`config.mk`:
```
export PLATFORM = sky130hd
export DESIGN_NAME = numeric_string_validator_flat
export DESIGN_NICKNAME = d
export VERILOG_FILES = /design/src/sv/nsv_pkg.sv /design/src/sv/nsv_if.sv /design/src/sv/nsv_core.sv /design/src/sv/numeric_string_validator.sv /design/src/flat_wrapper.sv
export SDC_FILE = /design/constraint.sdc
export NUM_CORES = 1
export LEC_CHECK = 0
export ABC_AREA = 1
export ABC_CLOCK_PERIOD_IN_PS = 12400
export BUFFER_PORTS_ARGS = -buffer_cell sky130_fd_sc_hd__buf_2
export CORE_MARGIN = 4
export CORE_UTILIZATION = 45
export CTS_CLUSTER_SIZE = 30
export DETAILED_ROUTE_END_ITERATION = 8
export GPL_ROUTABILITY_DRIVEN = 0
export PLACE_DENSITY = 0.63
export SLEW_MARGIN = 40
export SYNTH_ARGS = -nofsm -noshare
export SYNTH_HDL_FRONTEND = slang
export SYNTH_SLANG_ARGS = --single-unit
```
`constraint.sdc`:
```
create_clock -name clk -period 12.4 [get_ports clk]
set_input_delay 1.24 -clock clk [delete_from_list [all_inputs] [get_ports clk]]
set_output_delay 1.24 -clock clk [all_outputs]
set_load 0.01 [all_outputs]
```
`src/sv/nsv_pkg.sv`:
```
// ----------------------------------------------------------------------------
// nsv_pkg
// Types, character codes and the per-character phase step of the decimal
// number syntax checker.
// ----------------------------------------------------------------------------
package nsv_pkg;

    localparam int CH_W    = 8;
    localparam int FIELD_W = 16;
    localparam int CFG_W   = 16;
    localparam int CFG_IDX_W = 1;
    localparam int PARSE_STEPS = 4;

    localparam logic [CH_W-1:0] NUL_CH   = 8'h00;
    localparam logic [CH_W-1:0] SPACE_CH = 8'h20;
    localparam logic [CH_W-1:0] TAB_CH   = 8'h09;
    localparam logic [CH_W-1:0] PLUS_CH  = 8'h2B;
    localparam logic [CH_W-1:0] MINUS_CH = 8'h2D;
    localparam logic [CH_W-1:0] POINT_CH = 8'h2E;
    localparam logic [CH_W-1:0] ZERO_CH  = 8'h30;
    localparam logic [CH_W-1:0] NINE_CH  = 8'h39;
    localparam logic [CH_W-1:0] LC_E_CH  = 8'h65;
    localparam logic [CH_W-1:0] UC_E_CH  = 8'h45;
    localparam logic [CH_W-1:0] LC_D_CH  = 8'h64;
    localparam logic [CH_W-1:0] UC_D_CH  = 8'h44;

    typedef enum logic [CFG_IDX_W-1:0] {
        CFG_ALLOW_EXPONENT = 1'b0,
        CFG_START_OFFSET   = 1'b1
    } cfg_idx_t;

    typedef enum logic [2:0] {
        PH_LEAD      = 3'd0,
        PH_SIGN      = 3'd1,
        PH_INT       = 3'd2,
        PH_AFTER_INT = 3'd3,
        PH_FRAC      = 3'd4,
        PH_EXP_SIGN  = 3'd5,
        PH_EXP_DIG   = 3'd6,
        PH_TRAIL     = 3'd7
    } phase_t;

    typedef struct packed {
        phase_t phase;
        logic   int_dig;
        logic   frac_dig;
        logic   fail;
    } step_t;

    typedef struct packed {
        logic               is_numeric;
        logic [FIELD_W-1:0] fail_offset;
        logic [FIELD_W-1:0] integral_digits;
        logic [FIELD_W-1:0] fractional_digits;
        logic [FIELD_W-1:0] significant_digits;
    } result_t;

    function automatic logic is_dig(logic [CH_W-1:0] c);
        return (c >= ZERO_CH) && (c <= NINE_CH);
    endfunction

    function automatic logic is_ws(logic [CH_W-1:0] c);
        return (c == SPACE_CH) || (c == TAB_CH);
    endfunction

    function automatic logic is_sign(logic [CH_W-1:0] c);
        return (c == PLUS_CH) || (c == MINUS_CH);
    endfunction

    function automatic logic is_exp(logic [CH_W-1:0] c);
        return (c == LC_E_CH) || (c == UC_E_CH) || (c == LC_D_CH) || (c == UC_D_CH);
    endfunction

    // Phases that do not take the character fall through to the next one;
    // the longest such chain is lead -> sign -> int -> after_int.
    function automatic step_t parse_step(phase_t ph, logic [CH_W-1:0] c, logic allow);
        step_t s;
        logic  done;
        s.phase    = ph;
        s.int_dig  = 1'b0;
        s.frac_dig = 1'b0;
        s.fail     = 1'b0;
        done       = 1'b0;
        for (int i = 0; i < PARSE_STEPS; i++) begin
            if (!done && !s.fail) begin
                case (s.phase)
                    PH_LEAD:
                    begin
                        if (is_ws(c)) done = 1'b1;
                        else          s.phase = PH_SIGN;
                    end
                    PH_SIGN:
                    begin
                        s.phase = PH_INT;
                        done    = is_sign(c);
                    end
                    PH_INT:
                    begin
                        if (is_dig(c))
                        begin
                            s.int_dig = 1'b1;
                            done      = 1'b1;
                        end
                        else
                        begin
                            s.phase = PH_AFTER_INT;
                        end
                    end
                    PH_AFTER_INT:
                    begin
                        if (c == POINT_CH)
                        begin
                            s.phase = PH_FRAC;
                            done    = 1'b1;
                        end
                        else if (is_exp(c) && allow)
                        begin
                            s.phase = PH_EXP_SIGN;
                            done    = 1'b1;
                        end
                        else
                        begin
                            s.fail = 1'b1;
                        end
                    end
                    PH_FRAC:
                    begin
                        if (is_dig(c))
                        begin
                            s.frac_dig = 1'b1;
                            done       = 1'b1;
                        end
                        else if (is_exp(c) && allow)
                        begin
                            s.phase = PH_EXP_SIGN;
                            done    = 1'b1;
                        end
                        else if (is_ws(c))
                        begin
                            s.phase = PH_TRAIL;
                            done    = 1'b1;
                        end
                        else
                        begin
                            s.fail = 1'b1;
                        end
                    end
                    PH_EXP_SIGN:
                    begin
                        s.phase = PH_EXP_DIG;
                        done    = is_sign(c);
                    end
                    PH_EXP_DIG:
                    begin
                        if (is_dig(c))
                        begin
                            done = 1'b1;
                        end
                        else if (is_ws(c))
                        begin
                            s.phase = PH_TRAIL;
                            done    = 1'b1;
                        end
                        else
                        begin
                            s.fail = 1'b1;
                        end
                    end
                    default:
                    begin
                        if (is_ws(c)) done = 1'b1;
                        else          s.fail = 1'b1;
                    end
                endcase
            end
        end
        return s;
    endfunction

endpackage

```
`src/sv/nsv_if.sv`:
```
// ----------------------------------------------------------------------------
// nsv_if
// Valid/ready channels: character words in, verdict words out.
// ----------------------------------------------------------------------------
interface nsv_char_if
    import nsv_pkg::*;
();
    logic            valid;
    logic            ready;
    logic [CH_W-1:0] ch;

    modport source (output valid, output ch, input ready);
    modport sink   (input valid, input ch, output ready);
endinterface

interface nsv_verdict_if
    import nsv_pkg::*;
();
    logic               valid;
    logic               ready;
    logic               is_numeric;
    logic [FIELD_W-1:0] fail_offset;
    logic [FIELD_W-1:0] integral_digits;
    logic [FIELD_W-1:0] fractional_digits;
    logic [FIELD_W-1:0] significant_digits;

    modport source (output valid, output is_numeric, output fail_offset,
                    output integral_digits, output fractional_digits,
                    output significant_digits, input ready);
    modport sink   (input valid, input is_numeric, input fail_offset,
                    input integral_digits, input fractional_digits,
                    input significant_digits, output ready);
endinterface

```
`src/sv/nsv_core.sv`:
```
// ----------------------------------------------------------------------------
// nsv_core
// Per-string parse state: phase, position, digit counters and failure mark.
// Advances by one character when step is high; a terminator clears it.
// ----------------------------------------------------------------------------
module nsv_core
    import nsv_pkg::*;
#(
    parameter longint unsigned COUNT_MAX = 65535
)
(
    input  logic               clk,
    input  logic               rst_n,
    input  logic               step,
    input  logic [CH_W-1:0]    ch,
    input  logic               allow_exponent,
    input  logic [CFG_W-1:0]   start_offset,
    output result_t            res
);

    localparam int CNT_W = $clog2(COUNT_MAX + 64'd1);
    localparam logic [CNT_W-1:0] CNT_SAT = CNT_W'(COUNT_MAX);

    phase_t           phase_reg, phase_next;
    logic [CNT_W-1:0] position_reg, position_next;
    logic             seen_digit_reg, seen_digit_next;
    logic             seen_nonzero_reg, seen_nonzero_next;
    logic             has_failed_reg, has_failed_next;
    logic [CNT_W-1:0] fail_pos_reg, fail_pos_next;
    logic [CNT_W-1:0] int_cnt_reg, int_cnt_next;
    logic [CNT_W-1:0] frac_cnt_reg, frac_cnt_next;
    logic [CNT_W-1:0] sig_cnt_reg, sig_cnt_next;

    step_t st;
    logic  parse_en;
    logic  nonzero;

    function automatic logic [CNT_W-1:0] sat_inc(logic [CNT_W-1:0] v);
        return (v == CNT_SAT) ? v : v + CNT_W'(1);
    endfunction

    function automatic logic [FIELD_W-1:0] to_field(logic [CNT_W-1:0] v);
        logic [63:0] w;
        w = 64'(v);
        return w[FIELD_W-1:0];
    endfunction

    assign st       = parse_step(phase_reg, ch, allow_exponent);
    assign parse_en = (64'(position_reg) >= 64'(start_offset)) && !has_failed_reg;
    assign nonzero  = seen_nonzero_reg || (ch != ZERO_CH);

    always_comb
    begin
        phase_next        = phase_reg;
        position_next     = position_reg;
        seen_digit_next   = seen_digit_reg;
        seen_nonzero_next = seen_nonzero_reg;
        has_failed_next   = has_failed_reg;
        fail_pos_next     = fail_pos_reg;
        int_cnt_next      = int_cnt_reg;
        frac_cnt_next     = frac_cnt_reg;
        sig_cnt_next      = sig_cnt_reg;
        if (step)
        begin
            if (ch == NUL_CH)
            begin
                phase_next        = PH_LEAD;
                position_next     = '0;
                seen_digit_next   = 1'b0;
                seen_nonzero_next = 1'b0;
                has_failed_next   = 1'b0;
                fail_pos_next     = '0;
                int_cnt_next      = '0;
                frac_cnt_next     = '0;
                sig_cnt_next      = '0;
            end
            else
            begin
                position_next = sat_inc(position_reg);
                if (parse_en)
                begin
                    phase_next = st.phase;
                    if (is_dig(ch))
                        seen_digit_next = 1'b1;
                    if (st.int_dig)
                        int_cnt_next = sat_inc(int_cnt_reg);
                    if (st.frac_dig)
                        frac_cnt_next = sat_inc(frac_cnt_reg);
                    if (st.int_dig || st.frac_dig)
                    begin
                        seen_nonzero_next = nonzero;
                        if (nonzero)
                            sig_cnt_next = sat_inc(sig_cnt_reg);
                    end
                    if (st.fail)
                    begin
                        has_failed_next = 1'b1;
                        fail_pos_next   = position_reg;
                    end
                end
            end
        end
    end

    always_ff @(posedge clk or negedge rst_n)
    begin
        if (!rst_n)
        begin
            phase_reg        <= PH_LEAD;
            position_reg     <= '0;
            seen_digit_reg   <= 1'b0;
            seen_nonzero_reg <= 1'b0;
            has_failed_reg   <= 1'b0;
            fail_pos_reg     <= '0;
            int_cnt_reg      <= '0;
            frac_cnt_reg     <= '0;
            sig_cnt_reg      <= '0;
        end
        else
        begin
            phase_reg        <= phase_next;
            position_reg     <= position_next;
            seen_digit_reg   <= seen_digit_next;
            seen_nonzero_reg <= seen_nonzero_next;
            has_failed_reg   <= has_failed_next;
            fail_pos_reg     <= fail_pos_next;
            int_cnt_reg      <= int_cnt_next;
            frac_cnt_reg     <= frac_cnt_next;
            sig_cnt_reg      <= sig_cnt_next;
        end
    end

    assign res.is_numeric         = !has_failed_reg && seen_digit_reg;
    assign res.fail_offset        = has_failed_reg ? to_field(fail_pos_reg) : '0;
    assign res.integral_digits    = to_field(int_cnt_reg);
    assign res.fractional_digits  = to_field(frac_cnt_reg);
    assign res.significant_digits = to_field(sig_cnt_reg);

endmodule

```
`src/sv/numeric_string_validator.sv`:
```
// ----------------------------------------------------------------------------
// numeric_string_validator
// Checks a zero-terminated character string against decimal number syntax.
// ----------------------------------------------------------------------------
// chars: one character word per handshake; a zero word ends the string.
// verdict: one word per string, sent for the terminator: is_numeric, first
//   failing position and integer, fraction and significant digit counts.
// cfg: write port; allow_exponent (index 0), start_offset (index 1).
//   Characters before start_offset are skipped. Write only while idle.
// Throughput: one character per cycle unless a terminator waits on a pending
//   verdict; the phase step is combinational from the input register to the
//   parse state registers, from which the output register takes the verdict.
// Reset: parse state cleared, allow_exponent = 1, start_offset = 0, no
//   verdict pending.
// Stall: while a verdict waits, ordinary characters keep flowing; a second
//   terminator waits in the input register and chars.ready drops until the
//   verdict is taken.
// ----------------------------------------------------------------------------
module numeric_string_validator
    import nsv_pkg::*;
#(
    parameter longint unsigned COUNT_MAX = 65535
)
(
    input  logic                 clk,
    input  logic                 rst_n,
    nsv_char_if.sink             chars,
    nsv_verdict_if.source        verdict,
    input  logic                 cfg_wr_en,
    input  logic [CFG_IDX_W-1:0] cfg_addr,
    input  logic [CFG_W-1:0]     cfg_wdata
);

    logic             allow_exp_reg, allow_exp_next;
    logic [CFG_W-1:0] start_off_reg, start_off_next;

    logic             in_valid_reg, in_valid_next;
    logic [CH_W-1:0]  in_ch_reg, in_ch_next;
    logic             out_valid_reg, out_valid_next;
    result_t          out_res_reg, out_res_next;

    logic             in_term;
    logic             in_move;
    result_t          core_res;

    always_comb
    begin
        allow_exp_next = allow_exp_reg;
        start_off_next = start_off_reg;
        if (cfg_wr_en)
        begin
            unique case (cfg_idx_t'(cfg_addr))
                CFG_ALLOW_EXPONENT: allow_exp_next = cfg_wdata[0];
                CFG_START_OFFSET:   start_off_next = cfg_wdata;
                default:            ;
            endcase
        end
    end

    assign in_term      = (in_ch_reg == NUL_CH);
    assign in_move      = in_valid_reg && (!in_term || !out_valid_reg || verdict.ready);
    assign chars.ready  = !in_valid_reg || in_move;

    always_comb
    begin
        in_valid_next  = in_valid_reg;
        in_ch_next     = in_ch_reg;
        out_valid_next = out_valid_reg;
        out_res_next   = out_res_reg;
        if (chars.ready)
        begin
            in_valid_next = chars.valid;
            in_ch_next    = chars.ch;
        end
        if (verdict.ready)
            out_valid_next = 1'b0;
        if (in_move && in_term)
        begin
            out_valid_next = 1'b1;
            out_res_next   = core_res;
        end
    end

    nsv_core #(
        .COUNT_MAX (COUNT_MAX)
    ) u_core (
        .clk            (clk),
        .rst_n          (rst_n),
        .step           (in_move),
        .ch             (in_ch_reg),
        .allow_exponent (allow_exp_reg),
        .start_offset   (start_off_reg),
        .res            (core_res)
    );

    always_ff @(posedge clk or negedge rst_n)
    begin
        if (!rst_n)
        begin
            allow_exp_reg <= 1'b1;
            start_off_reg <= '0;
            in_valid_reg  <= 1'b0;
            out_valid_reg <= 1'b0;
        end
        else
        begin
            allow_exp_reg <= allow_exp_next;
            start_off_reg <= start_off_next;
            in_valid_reg  <= in_valid_next;
            out_valid_reg <= out_valid_next;
        end
    end

    always_ff @(posedge clk)
    begin
        in_ch_reg   <= in_ch_next;
        out_res_reg <= out_res_next;
    end

    assign verdict.valid              = out_valid_reg;
    assign verdict.is_numeric         = out_res_reg.is_numeric;
    assign verdict.fail_offset        = out_res_reg.fail_offset;
    assign verdict.integral_digits    = out_res_reg.integral_digits;
    assign verdict.fractional_digits  = out_res_reg.fractional_digits;
    assign verdict.significant_digits = out_res_reg.significant_digits;

endmodule

```
`src/flat_wrapper.sv`:
```
// flat-port wrapper written by rule: the top's interface ports become plain ports
module numeric_string_validator_flat import nsv_pkg::*;
#(
    parameter longint unsigned COUNT_MAX = 65535
)
  (clk, rst_n, cfg_wr_en, cfg_addr, cfg_wdata, chars_valid, chars_ch, chars_ready, verdict_valid, verdict_is_numeric, verdict_fail_offset, verdict_integral_digits, verdict_fractional_digits, verdict_significant_digits, verdict_ready);
  nsv_char_if chars_i ();
  nsv_verdict_if verdict_i ();
  input  logic clk;
  input  logic rst_n;
  input  logic cfg_wr_en;
  input  logic [CFG_IDX_W-1:0] cfg_addr;
  input  logic [CFG_W-1:0] cfg_wdata;
  input wire logic [$bits(chars_i.valid)-1:0] chars_valid;
  input wire logic [$bits(chars_i.ch)-1:0] chars_ch;
  output wire logic [$bits(chars_i.ready)-1:0] chars_ready;
  output wire logic [$bits(verdict_i.valid)-1:0] verdict_valid;
  output wire logic [$bits(verdict_i.is_numeric)-1:0] verdict_is_numeric;
  output wire logic [$bits(verdict_i.fail_offset)-1:0] verdict_fail_offset;
  output wire logic [$bits(verdict_i.integral_digits)-1:0] verdict_integral_digits;
  output wire logic [$bits(verdict_i.fractional_digits)-1:0] verdict_fractional_digits;
  output wire logic [$bits(verdict_i.significant_digits)-1:0] verdict_significant_digits;
  input wire logic [$bits(verdict_i.ready)-1:0] verdict_ready;
  assign chars_i.valid = chars_valid;
  assign chars_i.ch = chars_ch;
  assign chars_ready = chars_i.ready;
  assign verdict_valid = verdict_i.valid;
  assign verdict_is_numeric = verdict_i.is_numeric;
  assign verdict_fail_offset = verdict_i.fail_offset;
  assign verdict_integral_digits = verdict_i.integral_digits;
  assign verdict_fractional_digits = verdict_i.fractional_digits;
  assign verdict_significant_digits = verdict_i.significant_digits;
  assign verdict_i.ready = verdict_ready;
  numeric_string_validator #(.COUNT_MAX(COUNT_MAX)) u_core (.clk(clk), .rst_n(rst_n), .chars(chars_i), .verdict(verdict_i), .cfg_wr_en(cfg_wr_en), .cfg_addr(cfg_addr), .cfg_wdata(cfg_wdata));
endmodule
```
Yosys cells after proc, flatten, opt, wreduce, memory -nomap -nowiden

Cells that the tools add are included.
Widths: inputs -> output; s select.

Register bits after elaboration: 178
Input bits: 30
Output and inout bits: 67
Word-level logic and storage cells: 266

Add/sub/neg operators: 4
Magnitude comparators: 3
Equality and inequality tests: 42
Muxes and demuxes: 138
Bitwise gates (word level): 1
Reductions and logical operators: 59

Operator list:

| cell                  | count |
|---|---|
| $mux 16               | 18 |
| $mux 3                | 34 |
| $pmux 3 s7            | 4 |
| $mux 1                | 72 |
| $add 16x1->16 const B | 4 |
| $eq 16x16->1 const B  | 4 |
| $eq 3x3->1 const B    | 12 |
| $eq 8x6->1 const B    | 4 |
| $eq 8x7->1 const B    | 4 |
| $eq 3x2->1 const B    | 8 |
| $mux 6                | 3 |
| $ge 16x16->1          | 1 |
| $pmux 1 s4            | 4 |
| $reduce_bool 2->1     | 8 |
| $reduce_or 4->1       | 4 |
| $pmux 1 s5            | 3 |
| $eq 3x1->1 const B    | 4 |
| $logic_not 3->1       | 4 |
| $logic_not 1->1       | 10 |
| $logic_or 1x1->1      | 10 |
| $logic_and 1x1->1     | 9 |
| $reduce_and 3->1      | 3 |
| $eq 8x4->1 const B    | 1 |
| $ge 8x6->1 const B    | 1 |
| other kinds (9)       | 18 |

Longest topological paths before layout

Gate-level depths: netlist (run 1).

Depth after elaboration: 27
Mapped depth: 26
Mapped depth without buffers: 25

Hierarchy

From an unflattened synthesis (run 1), not the netlist that was laid out.

Cell total of the unflattened synthesis: 963
Area, all modules: 9014.9 µm²

By module, submodules not included:

| module                   | times used | cells each | area each (µm²) | seq. area each (µm²) |
|---|---|---|---|---|
| nsv_core                 | 1          | 831        | 6027.0          | 2152.1 |
| numeric_string_validator | 1          | 132        | 2987.9          | 2668.8 |

Worst setup path before layout (run 1)

Ideal clock, no wire load.

Kind: input -> register
From: input port verdict_ready
To: register u_core.out_res_reg (netlist bit u_core.verdict.fail_offset[0]) (enable)
Arrival: 3.741 ns
Required time: 11.945 ns
Setup slack: 8.204 ns
Stages on the path: 8
Buffers on the path: 2
Cells stage by stage: nor2_1 nand2_1 nand2_1 inv_1 nand2_1 clkbuf_1 inv_1 clkbuf_1

Longest elaborated chain between the ends: 3

Ends and longest elaborated chain:

| item                   | line                            | RTL |
|---|---|---|
| start: declaration     | flat_wrapper.sv:23              | `input wire logic [$bits(verdict_i.ready)-1:0] verdict_ready;` |
| $logic_or 1x1->1       | numeric_string_validator.sv:61  | `assign in_move = in_valid_reg && (!in_term \|\| !out_valid_reg \|\| verdict.ready);` |
| $logic_and 1x1->1      | numeric_string_validator.sv:61  |  |
| $logic_and 1x1->1      | numeric_string_validator.sv:77  | `if (in_move && in_term)` |
| end signal: assignment | numeric_string_validator.sv:117 | `out_res_reg <= out_res_next;` |
| end: declaration       | numeric_string_validator.sv:40  | `result_t out_res_reg, out_res_next;` |

Every way passes these cells.
A chain may end at the register's enable or synchronous reset.

Final worst setup path (run 1)

From: register u_core.in_ch_reg[3]
To: output port chars_ready

Longest elaborated chain between the ends: 6

Ends and longest elaborated chain:

| item                           | line                            | RTL |
|---|---|---|
| start: declaration             | numeric_string_validator.sv:38  | `logic [CH_W-1:0] in_ch_reg, in_ch_next;` |
| start signal: assignment       | numeric_string_validator.sv:116 | `in_ch_reg <= in_ch_next;` |
| $logic_not 8->1                | numeric_string_validator.sv:60  | `assign in_term = (in_ch_reg == NUL_CH);` |
| $logic_not 1->1                | numeric_string_validator.sv:61  |  |
| $logic_or 1x1->1 (2 in series) | numeric_string_validator.sv:61  |  |
| $logic_and 1x1->1              | numeric_string_validator.sv:61  |  |
| $logic_or 1x1->1               | numeric_string_validator.sv:62  | `assign chars.ready = !in_valid_reg \|\| in_move;` |
| end: declaration               | flat_wrapper.sv:16              | `output wire logic [$bits(chars_i.ready)-1:0] chars_ready;` |

Every way passes these cells.

==> results of run 1 <==
-- power breakdown --
part           leakage (uW)  internal [uW]  switching (uW)
Sequential          0.00197            670            61.3
Clock              0.000274            301             232
Combinational       0.00263            175             353
-- cell type report --
| type | count | area share [%] |
|---|---|---|
| tap | 260 | 3.24 |
| timing repair buffer | 99 | 5.11 |
| clock buffer | 19 | 4.31 |
| inverter | 136 | 5.15 |
| clock inverter | 13 | 1.52 |
| sequential | 178 | 48.0 |
| multi-input combinational | 614 | 32.7 |
-- worst min path at each step --
stage                                            to                          from  slack [ns]
3_3_place_gp   u_core.verdict.significant_digits[6]  u_core.u_core.sig_cnt_reg[6]        0.43
5_1_grt        u_core.verdict.significant_digits[6]  u_core.u_core.sig_cnt_reg[6]        0.48
3_5_place_dp   u_core.verdict.significant_digits[6]  u_core.u_core.sig_cnt_reg[6]        0.44
2_1_floorplan  u_core.verdict.significant_digits[6]  u_core.u_core.sig_cnt_reg[6]        0.42
6_report       u_core.verdict.significant_digits[6]  u_core.u_core.sig_cnt_reg[6]        0.45
4_1_cts        u_core.verdict.significant_digits[6]  u_core.u_core.sig_cnt_reg[6]        0.46
-- critical path: stages (launching register included) --
cell and delay [ns]:
edfxtp_1 0.45, inv_1 0.13, nand2_1 0.07, nor2_2 0.17, nand2_2 0.21, inv_1 0.41
nand3_1 0.47, buf_2 0.29
-- logic make-up after synthesis --
logic type | after synthesis
AOI/OAI and AO/OA | 139
xor gates and xnor gates | 8
adders and majority gates | 20
buffers and inverters | 157
DFF | 178
and+or+nand+nor | 447
-- cells in the mapped netlist, drive strengths merged (2+ instances only) --
cell    instances  area share (%)
nand2         208              10
inv           134             5.8
nor2          108             5.4
dfrtp         104              30
edfxtp         73              25
a21oi          66             3.8
nand3          48             3.4
o21ai          48             2.9
nand4          42             3.2
nor3           30             1.9
ha             20             2.9
buf            11            0.80
clkbuf         10            0.43
o21a            6            0.52
xor2            6            0.60
nor4            5            0.36
a31oi           4            0.29
o31ai           4            0.34
a21boi          2            0.17
clkinv          2           0.086
xnor2           2            0.20
-- stage by stage --
step	instance area, um^2	hold WS [ns]
finish	10000	0.452
global route	10000	0.480
CTS	10000	0.457
detailed placement	9450	0.437
global placement	9440	0.434
floorplan	8720	0.425
-- metal layers --
metal  global-route usage, %  vias up
met3                    4.01       17
met1                    25.9     3055
met4                    4.80        0
met2                    25.3      159
li1                        -     3378
met5                       0        -
==> impl_metrics.tcl, run 1 <==
set metrics [dict create \
    cts-hold-fix-buffers 0 \
    cts_root_buf "clkbuf_16" \
    power.density_mw_per_mm2 178 \
    hpwl_mm 13.0 \
    worstPathArrival_ns 2.64 \
    min_path_type "flop to flop" \
    synthMuxAreaShare_pct 0 \
    setup-violations-final 0 \
    r2r_start "u_core.in_ch_reg[3]" \
    fmax_ghz 0.258 \
    drtIter0Drc 406 \
    p_leak_uw 0.00488 \
    cp.required_ns 11.16 \
    setup.worst_path.class "flop to output port" \
    first_global_vias 6148 \
    synthAdderAreaFrac_pct 2.87 \
    instances_no_fill 1319 \
    fin_crit_ns 3.88 \
    finClkSkew_ns 0.00593 \
    final_common_cell "nand2_1" \
    startpoint "u_core.in_ch_reg[3]" \
    tns_ns 0 \
    total_power_uw 1790 \
    rows 50 \
    die-area_mm2 0.0217 \
    placedCellCount 1287 \
    startpoint_type "flop" \
    top_layer_used "met4" \
    antenna_cells 0 \
    yosysWarnings 0 \
    cts_resized 0 \
    dr.pass1.iters 5 \
    cap_violations 0 \
    vias_per_cell 5.01 \
    synth_cell_types 55 \
    worst_pin_slew_ns 0.757 \
    whs_path_depth 0 \
    fin_util_pct 53.1 \
    finalHoldViolCount 0 \
    grt_antenna_before_repair 0 \
    grt_use_total_pct 17.3 \
    clock_latency_ns 0.43 \
    synth_xor_area_share_pct 0.804 \
    drc 0 \
    ant_nets 0 \
    drv_slew 0 \
    cp-endpoint "chars_ready" \
    synth_top_family_by_area "simple AND/OR/NAND/NOR gates" \
    portBuffers 96 \
    initial_core_util_pct 46.1 \
    htreeDepth 4 \
    avgRoutedWirePerCell_um 13.5 \
    cts_tree "done" \
    synth_compound_gate_area_share_pct 8.94 \
    maxSlewHeadroom_pct 49.5 \
    cts_setup_buffers 0 \
    ys.flop_type "dfrtp_1" \
    ios 97 \
    end_kind "output port" \
    die_h_um 147 \
    die_w_um 147 \
    route.vias.total 6609 \
    nNetsFinal 1096 \
    rr_endpoint "u_core.u_core.int_cnt_reg[7]" \
    netlist_area_mm2 0.00872 \
    multi_input_area_mm2 0.00328 \
    grt_overflow_total 0 \
    grt_start_max_net_pins 71 \
    status "complete, no violations" \
    synth_nets 999 \
    async_flop_share_pct 59.0 \
    route.met2.wl_mm 7.75 \
    area_growth_pct 15.2 \
    drive_gt1_share_pct 19.4 \
    clockBufferDepth 2 \
    cts_sinks 178 \
    fin_crit_sh_pct 31.3 \
    pre_cts_ws_ns 8.51 \
    core_mm2 0.0189 \
    ff2ff_path_depth 16 \
    rsz0062_at_grt "false" \
    ys_seq_area_share_pct 55.3 \
    ys_ff_latch 178 \
    seq_area_mm2 0.00482 \
    wl_mm 17.8 \
    layout_setup_ws_ns 8.52 \
    synth-simple-area-share_pct 24.9 \
    worstPathMaxFanout 11 \
    numCtsBuffers 17 \
    vdd_drop_max_uv 111 \
    r2r_setup_slack_ns 8.54 \
    wl_met3_um 868 \
    met1Wirelength_mm 8.98 \
    layout_common_cells "178 x nand2_1, 118 x inv_1, 104 x dfrtp_1, 95 x buf_2, 92 x nor2_1" \
    clk_pin_slew_ns 0.07 \
    synth.avg_cell_area_um2 9.19 \
    fill_cells 1768 \
    grt_pass1_wl_mm 30.5 \
    synth_edf_count 73 \
    syn_inst 949 \
]
No activity file was read; power rests on OpenSTA's default activity.
==> inputs of run 2 (changes only) <==
--- a/config.mk
+++ b/config.mk
@@ -6,14 +6,14 @@
 export NUM_CORES = 1
 export LEC_CHECK = 0
 export ABC_AREA = 1
-export ABC_CLOCK_PERIOD_IN_PS = 12400
+export ABC_CLOCK_PERIOD_IN_PS = 3500
 export BUFFER_PORTS_ARGS = -buffer_cell sky130_fd_sc_hd__buf_2
 export CORE_MARGIN = 4
 export CORE_UTILIZATION = 45
 export CTS_CLUSTER_SIZE = 30
 export DETAILED_ROUTE_END_ITERATION = 8
 export GPL_ROUTABILITY_DRIVEN = 0
-export PLACE_DENSITY = 0.63
+export PLACE_DENSITY = 0.65
 export SLEW_MARGIN = 40
 export SYNTH_ARGS = -nofsm -noshare
 export SYNTH_HDL_FRONTEND = slang
==> constraint.sdc (replaced) <==
create_clock -name clk -period 3.5 [get_ports clk]
set_input_delay 0.35 -clock clk [delete_from_list [all_inputs] [get_ports clk]]
set_output_delay 0.35 -clock clk [all_outputs]
set_load 0.01 [all_outputs]
==> impl_metrics.tcl, run 2 (same netlist as run 1, synthesis figures left out) <==
set metrics [dict create \
    antenna_cells 0 \
    crit_family "simple AND/OR/NAND/NOR gates" \
    cts_sinks 178 \
    worstPathMaxFanout 19 \
    finalHoldViolCount 0 \
    portBuffers 96 \
    cts_tree "done" \
    ios 97 \
    clock_latency_ns 0.43 \
    grt_pass1_wl_mm 31.0 \
    rr_endpoint "u_core.u_core.fail_pos_reg[3]" \
    hpwl_mm 12.8 \
    power.density_mw_per_mm2 639 \
    avgRoutedWirePerCell_um 13.6 \
    setup-violations-final 0 \
    finClkSkew_ns 0.00917 \
    die_w_um 147 \
    grt_antenna_before_repair 0 \
    dpl_cell_area_mm2 0.00953 \
    p_leak_uw 0.00496 \
    cp_slowest_cell "edfxtp_1" \
    vdd_drop_max_uv 514 \
    dr.pass1.iters 5 \
    worst_pin_slew_ns 0.683 \
    clockBufferDepth 2 \
    grt_overflow_total 0 \
    area_growth_pct 16.7 \
    first_global_vias 6264 \
    cp_common_cell "nand2_1" \
    cts_root_buf "clkbuf_16" \
    crit_buf_inv 5 \
    ff2ff_path_depth 24 \
    r2r_setup_slack_ns 0.41 \
    pre_cts_ws_ns 0.341 \
    cpPeakStageDelay_ns 0.46 \
    r2r_start "u_core.in_ch_reg[1]" \
    startpoint_type "flop" \
    initial_core_util_pct 46.1 \
    grt_use_total_pct 17.5 \
    grt_use_met2_pct 27.0 \
    setup.worst_path.class "flop to flop" \
    final_common_cell "nand2_1" \
    globalRouteMet3Util_pct 4.10 \
    whs_ns 0.0862 \
    drc 0 \
    numCtsBuffers 17 \
    layout_common_cells "178 x nand2_1, 118 x inv_1, 104 x dfrtp_1, 95 x buf_2, 93 x nor2_1" \
    min_path_type "input port to flop" \
    design_area_mm2 0.0102 \
    rsz0062_at_grt "false" \
    placedCellCount 1295 \
    worstPathArrival_ns 3.42 \
    route.vias.total 6632 \
    cp.required_ns 3.83 \
    nNetsFinal 1106 \
    vias_per_cell 4.99 \
    end_kind "flop" \
    die_h_um 147 \
    min_to "u_core.in_ch_reg[4]" \
    layout_setup_ws_ns 0.408 \
    fill_cells 1774 \
    tns_ns 0 \
    fin_crit_ns 3.09 \
    rows 50 \
    whs_path_depth 1 \
    wl_mm 18.1 \
    fin_crit_sh_pct 88.3 \
    hold_start "chars_ch[4]" \
    grt_start_max_net_pins 86 \
    instances_no_fill 1329 \
    ant_nets 0 \
    drtIter0Drc 372 \
    grt_use_met1_pct 24.6 \
    status "complete, no violations" \
    core_mm2 0.0189 \
    htreeDepth 4 \
    drv_slew 0 \
    cap_violations 0 \
    grt.busiest_layer "met2" \
    crit_chain "inv_2 > nand2_1 > nor2_1 > nand2_4 > nand2_8 > inv_4 > o21ai_4 > inv_4 > nand4_4 > nand2_1 > clkinv_1 > nand2_1 > nand2_1 > nand2_2 > nor2_2 > nand3_1 > nand2_2 > nand3_1 > nand2_1 > inv_2 > nand3_4 > nand3_4 > nand2_1 > nand2_1" \
    fmax_ghz 0.323 \
    drive_gt1_share_pct 19.9 \
    maxSlewHeadroom_pct 54.5 \
    die-area_mm2 0.0217 \
    cts_setup_buffers 0 \
    clk_pin_slew_ns 0.07 \
]
[run 2: cell type report]
cell class                      count  area (um^2)  share of cell area [%]
Sequential cell                   178         4820                    47.4
Multi-Input combinational cell    615         3290                    32.4
Timing Repair Buffer              108          604                    5.94
Inverter                          136          517                    5.08
Clock buffer                       19          433                    4.26
Tap cell                          260          325                    3.20
Clock inverter                     13          176                    1.73
[run 2: through the flow]
step / power, uW / util, %
finish: 6500 / 53.8
detailed placement: 4500 / 50.5
global placement: 4470 / 50.4
floorplan: 4110 / -
CTS: 6480 / 53.7
global route: 6930 / 53.8
[run 2: worst max-delay path by stage]
stage	startpoint	endpoint	slack [ns]	depth (start not counted)
2_1_floorplan	u_core.in_ch_reg[3]	u_core.verdict.fail_offset[0]	0.67	10
3_3_place_gp	u_core.in_ch_reg[1]	u_core.u_core.fail_pos_reg[4]	0.40	20
3_5_place_dp	u_core.in_ch_reg[7]	u_core.u_core.fail_pos_reg[3]	0.34	22
4_1_cts	u_core.in_ch_reg[7]	u_core.u_core.fail_pos_reg[3]	0.32	22
5_1_grt	u_core.in_ch_reg[3]	u_core.u_core.fail_pos_reg[2]	0.05	22
6_report	u_core.in_ch_reg[1]	u_core.u_core.fail_pos_reg[3]	0.41	24
[run 2: per-layer routing]
layer / share of wire (%) / wire [um] / vias to the layer above
met4: 1.8 / 327 / 0
met3: 5.5 / 1000 / 26
met1: 48 / 8730 / 3020
met2: 44 / 8050 / 193
met5: 0 / 0 / -
li1: - / - / 3393
[run 2: repair_timing]
item	4_1_cts	5_1_grt
endpoints found under the hold margin	62	0
setup endpoints to repair	0	17
hold buffers	1	0
gates resized for setup	0	1
[run 2: report_power, final]
| part | switching, uW | internal, uW |
|---|---|---|
| Sequential | 218 | 2370 |
| Combinational | 1300 | 628 |
| Clock | 834 | 1140 |
==> inputs of run 3 (changes only) <==
--- a/config.mk
+++ b/config.mk
@@ -5,7 +5,7 @@
 export SDC_FILE = /design/constraint.sdc
 export NUM_CORES = 1
 export LEC_CHECK = 0
-export ABC_AREA = 1
+export ABC_AREA = 0
 export ABC_CLOCK_PERIOD_IN_PS = 3500
 export BUFFER_PORTS_ARGS = -buffer_cell sky130_fd_sc_hd__buf_2
 export CORE_MARGIN = 4
@@ -13,7 +13,7 @@
 export CTS_CLUSTER_SIZE = 30
 export DETAILED_ROUTE_END_ITERATION = 8
 export GPL_ROUTABILITY_DRIVEN = 0
-export PLACE_DENSITY = 0.65
+export PLACE_DENSITY = 0.66
 export SLEW_MARGIN = 40
 export SYNTH_ARGS = -nofsm -noshare
 export SYNTH_HDL_FRONTEND = slang
==> impl_metrics.tcl, run 3 <==
set metrics [dict create \
    internal-power_uw 3370 \
    clock_latency_ns 0.43 \
    setup.worst_path.class "flop to flop" \
    wl_mm 17.9 \
    grt_antenna_before_repair 0 \
    syn_inst 733 \
    cts_root_buf "clkbuf_16" \
    setup-violations-final 0 \
    drc 0 \
    synth_top_family_by_area "simple AND/OR/NAND/NOR gates" \
    p_sw_share_pct 25.5 \
    grt_overflow_total 0 \
    drv_slew 0 \
    switchingPower_uw 1150 \
    clockBufferDepth 2 \
    startpoint_type "flop" \
    yosysMostFrequentCell "dfrtp_1" \
    worstPathArrival_ns 3.78 \
    layout_setup_ws_ns 0.0709 \
    ys_ff_latch 178 \
    synth_cell_types 69 \
    synth_area_leaders "dfrtp_1 31%, edfxtp_1 26%, ha_1 3.0%, nand2_1 2.5%, a21oi_1 2.3%" \
    layout_common_cells "104 x dfrtp_1, 95 x buf_2, 73 x edfxtp_1, 56 x nand2_1, 46 x nor2_1" \
    cap_violations 0 \
    final_common_cell "dfrtp_1" \
    fill_cells 1527 \
    portBuffers 96 \
    synth.top_cell.area_share_pct 31.2 \
    vdd_drop_max_uv 307 \
    synth_compound_gate_area_share_pct 13.9 \
    min_path_type "input port to flop" \
    cts_tree "done" \
    initial_core_util_pct 46.2 \
    yosysWarnings 0 \
    netlist_area_mm2 0.00835 \
    placedCellCount 1038 \
    fin_crit_sh_pct 98.0 \
    avgRoutedWirePerCell_um 16.6 \
    synth_largest_area_cell "dfrtp_1" \
    dr.pass1.iters 5 \
    ys.flop_type "dfrtp_1" \
    fin_crit_ns 3.43 \
    antenna_cells 0 \
    numCtsBuffers 17 \
    core_mm2 0.0181 \
    route.vias.total 6189 \
    synthMuxAreaShare_pct 3.37 \
    synthAdderAreaFrac_pct 3.00 \
    fin_util_pct 54.0 \
    drtIter0Drc 512 \
    seq_area_mm2 0.00482 \
    maxSlewHeadroom_pct 52.1 \
    die_w_um 144 \
    first_global_vias 5864 \
    drive_gt1_share_pct 23.2 \
    synth_nets 783 \
    total_power_uw 4520 \
    synth-simple-area-share_pct 17.4 \
    clkPwrFrac_pct 39.0 \
    rows 49 \
    finClkSkew_ns 0.00837 \
    pre_cts_ws_ns 0.0538 \
    ant_nets 0 \
    fmax_ghz 0.292 \
    status "complete, no violations" \
    area_growth_pct 16.9 \
    synth_edf_count 73 \
    vias_per_cell 5.76 \
    ys_seq_area_share_pct 57.7 \
    multi_input_area_mm2 0.00335 \
    whs_ns 0.0878 \
    grt_start_max_net_pins 75 \
    htreeDepth 4 \
    ios 97 \
    worstPathMaxFanout 30 \
    synth_xor_area_share_pct 1.57 \
    power.density_mw_per_mm2 463 \
    grt_use_total_pct 17.7 \
    nNetsFinal 883 \
    end_kind "flop" \
    finalHoldViolCount 0 \
    clk_pin_slew_ns 0.07 \
    hpwl_mm 12.5 \
    comb_power_share_pct 9.2 \
    instances_no_fill 1075 \
    synth.avg_cell_area_um2 11.4 \
    synthTopCellsByCount "104 x dfrtp_1, 73 x edfxtp_1, 56 x nand2_1, 48 x nor2_1, 39 x a21oi_1" \
    die-area_mm2 0.0208 \
    die_h_um 144 \
    cp.required_ns 3.85 \
    async_flop_share_pct 59.0 \
    grt_pass1_wl_mm 29.5 \
    seq_power_share_pct 51.8 \
    cts_sinks 178 \
    worst_pin_slew_ns 0.716 \
    rsz0062_at_grt "true" \
    p_leak_uw 0.00438 \
]
-- run 3: final timing paths --
path	slack (ns)	from	cells after the start	endpoint
max in group asynchronous	2.35	rst_n	3	u_core.u_core.int_cnt_reg[0]
setup reg to reg	0.07	u_core.u_core.phase_reg[0]	11	u_core.u_core.sig_cnt_reg[5]
hold / removal	0.09	chars_ch[6]	1	u_core.in_ch_reg[6]
hold reg to reg	0.48	u_core.u_core.frac_cnt_reg[15]	0	u_core.verdict.fractional_digits[15]
setup / recovery	0.07	u_core.u_core.phase_reg[0]	11	u_core.u_core.sig_cnt_reg[5]
min in group asynchronous	0.40	rst_n	2	u_core.verdict.valid
-- run 3: layout make-up --
type | instances | share of cell area, %
Sequential cell | 178 | 49.4
Clock inverter | 12 | 0.987
Multi-Input combinational cell | 494 | 34.3
Inverter | 29 | 1.14
Timing Repair Buffer | 113 | 6.67
Clock buffer | 20 | 4.58
Tap cell | 229 | 2.94
-- run 3: power groups by stage --
stage	Combinational [uW]	Clock [uW]	Sequential, uW
after floorplan	290	0	2340
after global placement	374	0	2380
after detailed placement	397	0	2380
after CTS	400	1800	2340
after global routing	472	1900	2360
final	415	1760	2340
-- run 3: logic make-up after synthesis --
| kind of cell | count (synthesis) |
|---|---|
| and+or+nand+nor | 267 |
| DFF | 178 |
| AOI/OAI and AO/OA | 166 |
| buffers and inverters | 61 |
| muxes | 26 |
| adders and majority gates | 20 |
| xor gates and xnor gates | 15 |
-- run 3: routing by layer --
metal / track usage (%) / part of all wire [%]
met5: 0 / 0
met1: 25.3 / 46
met2: 26.8 / 46
met3: 3.90 / 6.1
met4: 6.53 / 1.8
-- run 3: repair_timing --
action,4_1_cts,5_1_grt
buffers inserted,0,4
hold buffers,1,0
endpoints found under the setup margin,0,49
hold endpoints to repair,30,0
resized for setup,0,12
-- run 3: critical path: stages (launching register included) --
cell and delay, ns:
dfrtp_1 0.56, or2_2 0.42, nor2_1 0.28, o21a_1 0.22, a41oi_4 0.07, buf_4 0.19
or3_1 0.36, a21oi_2 0.28, a211oi_2 0.09, buf_12 0.18, or4_1 0.52, a21oi_1 0.17
-- run 3: stage by stage --
step | TNS [ns] | cell area, um^2
after floorplan | 0 | 8350
final | 0 | 9760
after CTS | 0 | 9670
after global routing | -0.157 | 9760
after detailed placement | 0 | 9110
after global placement | 0 | 9110
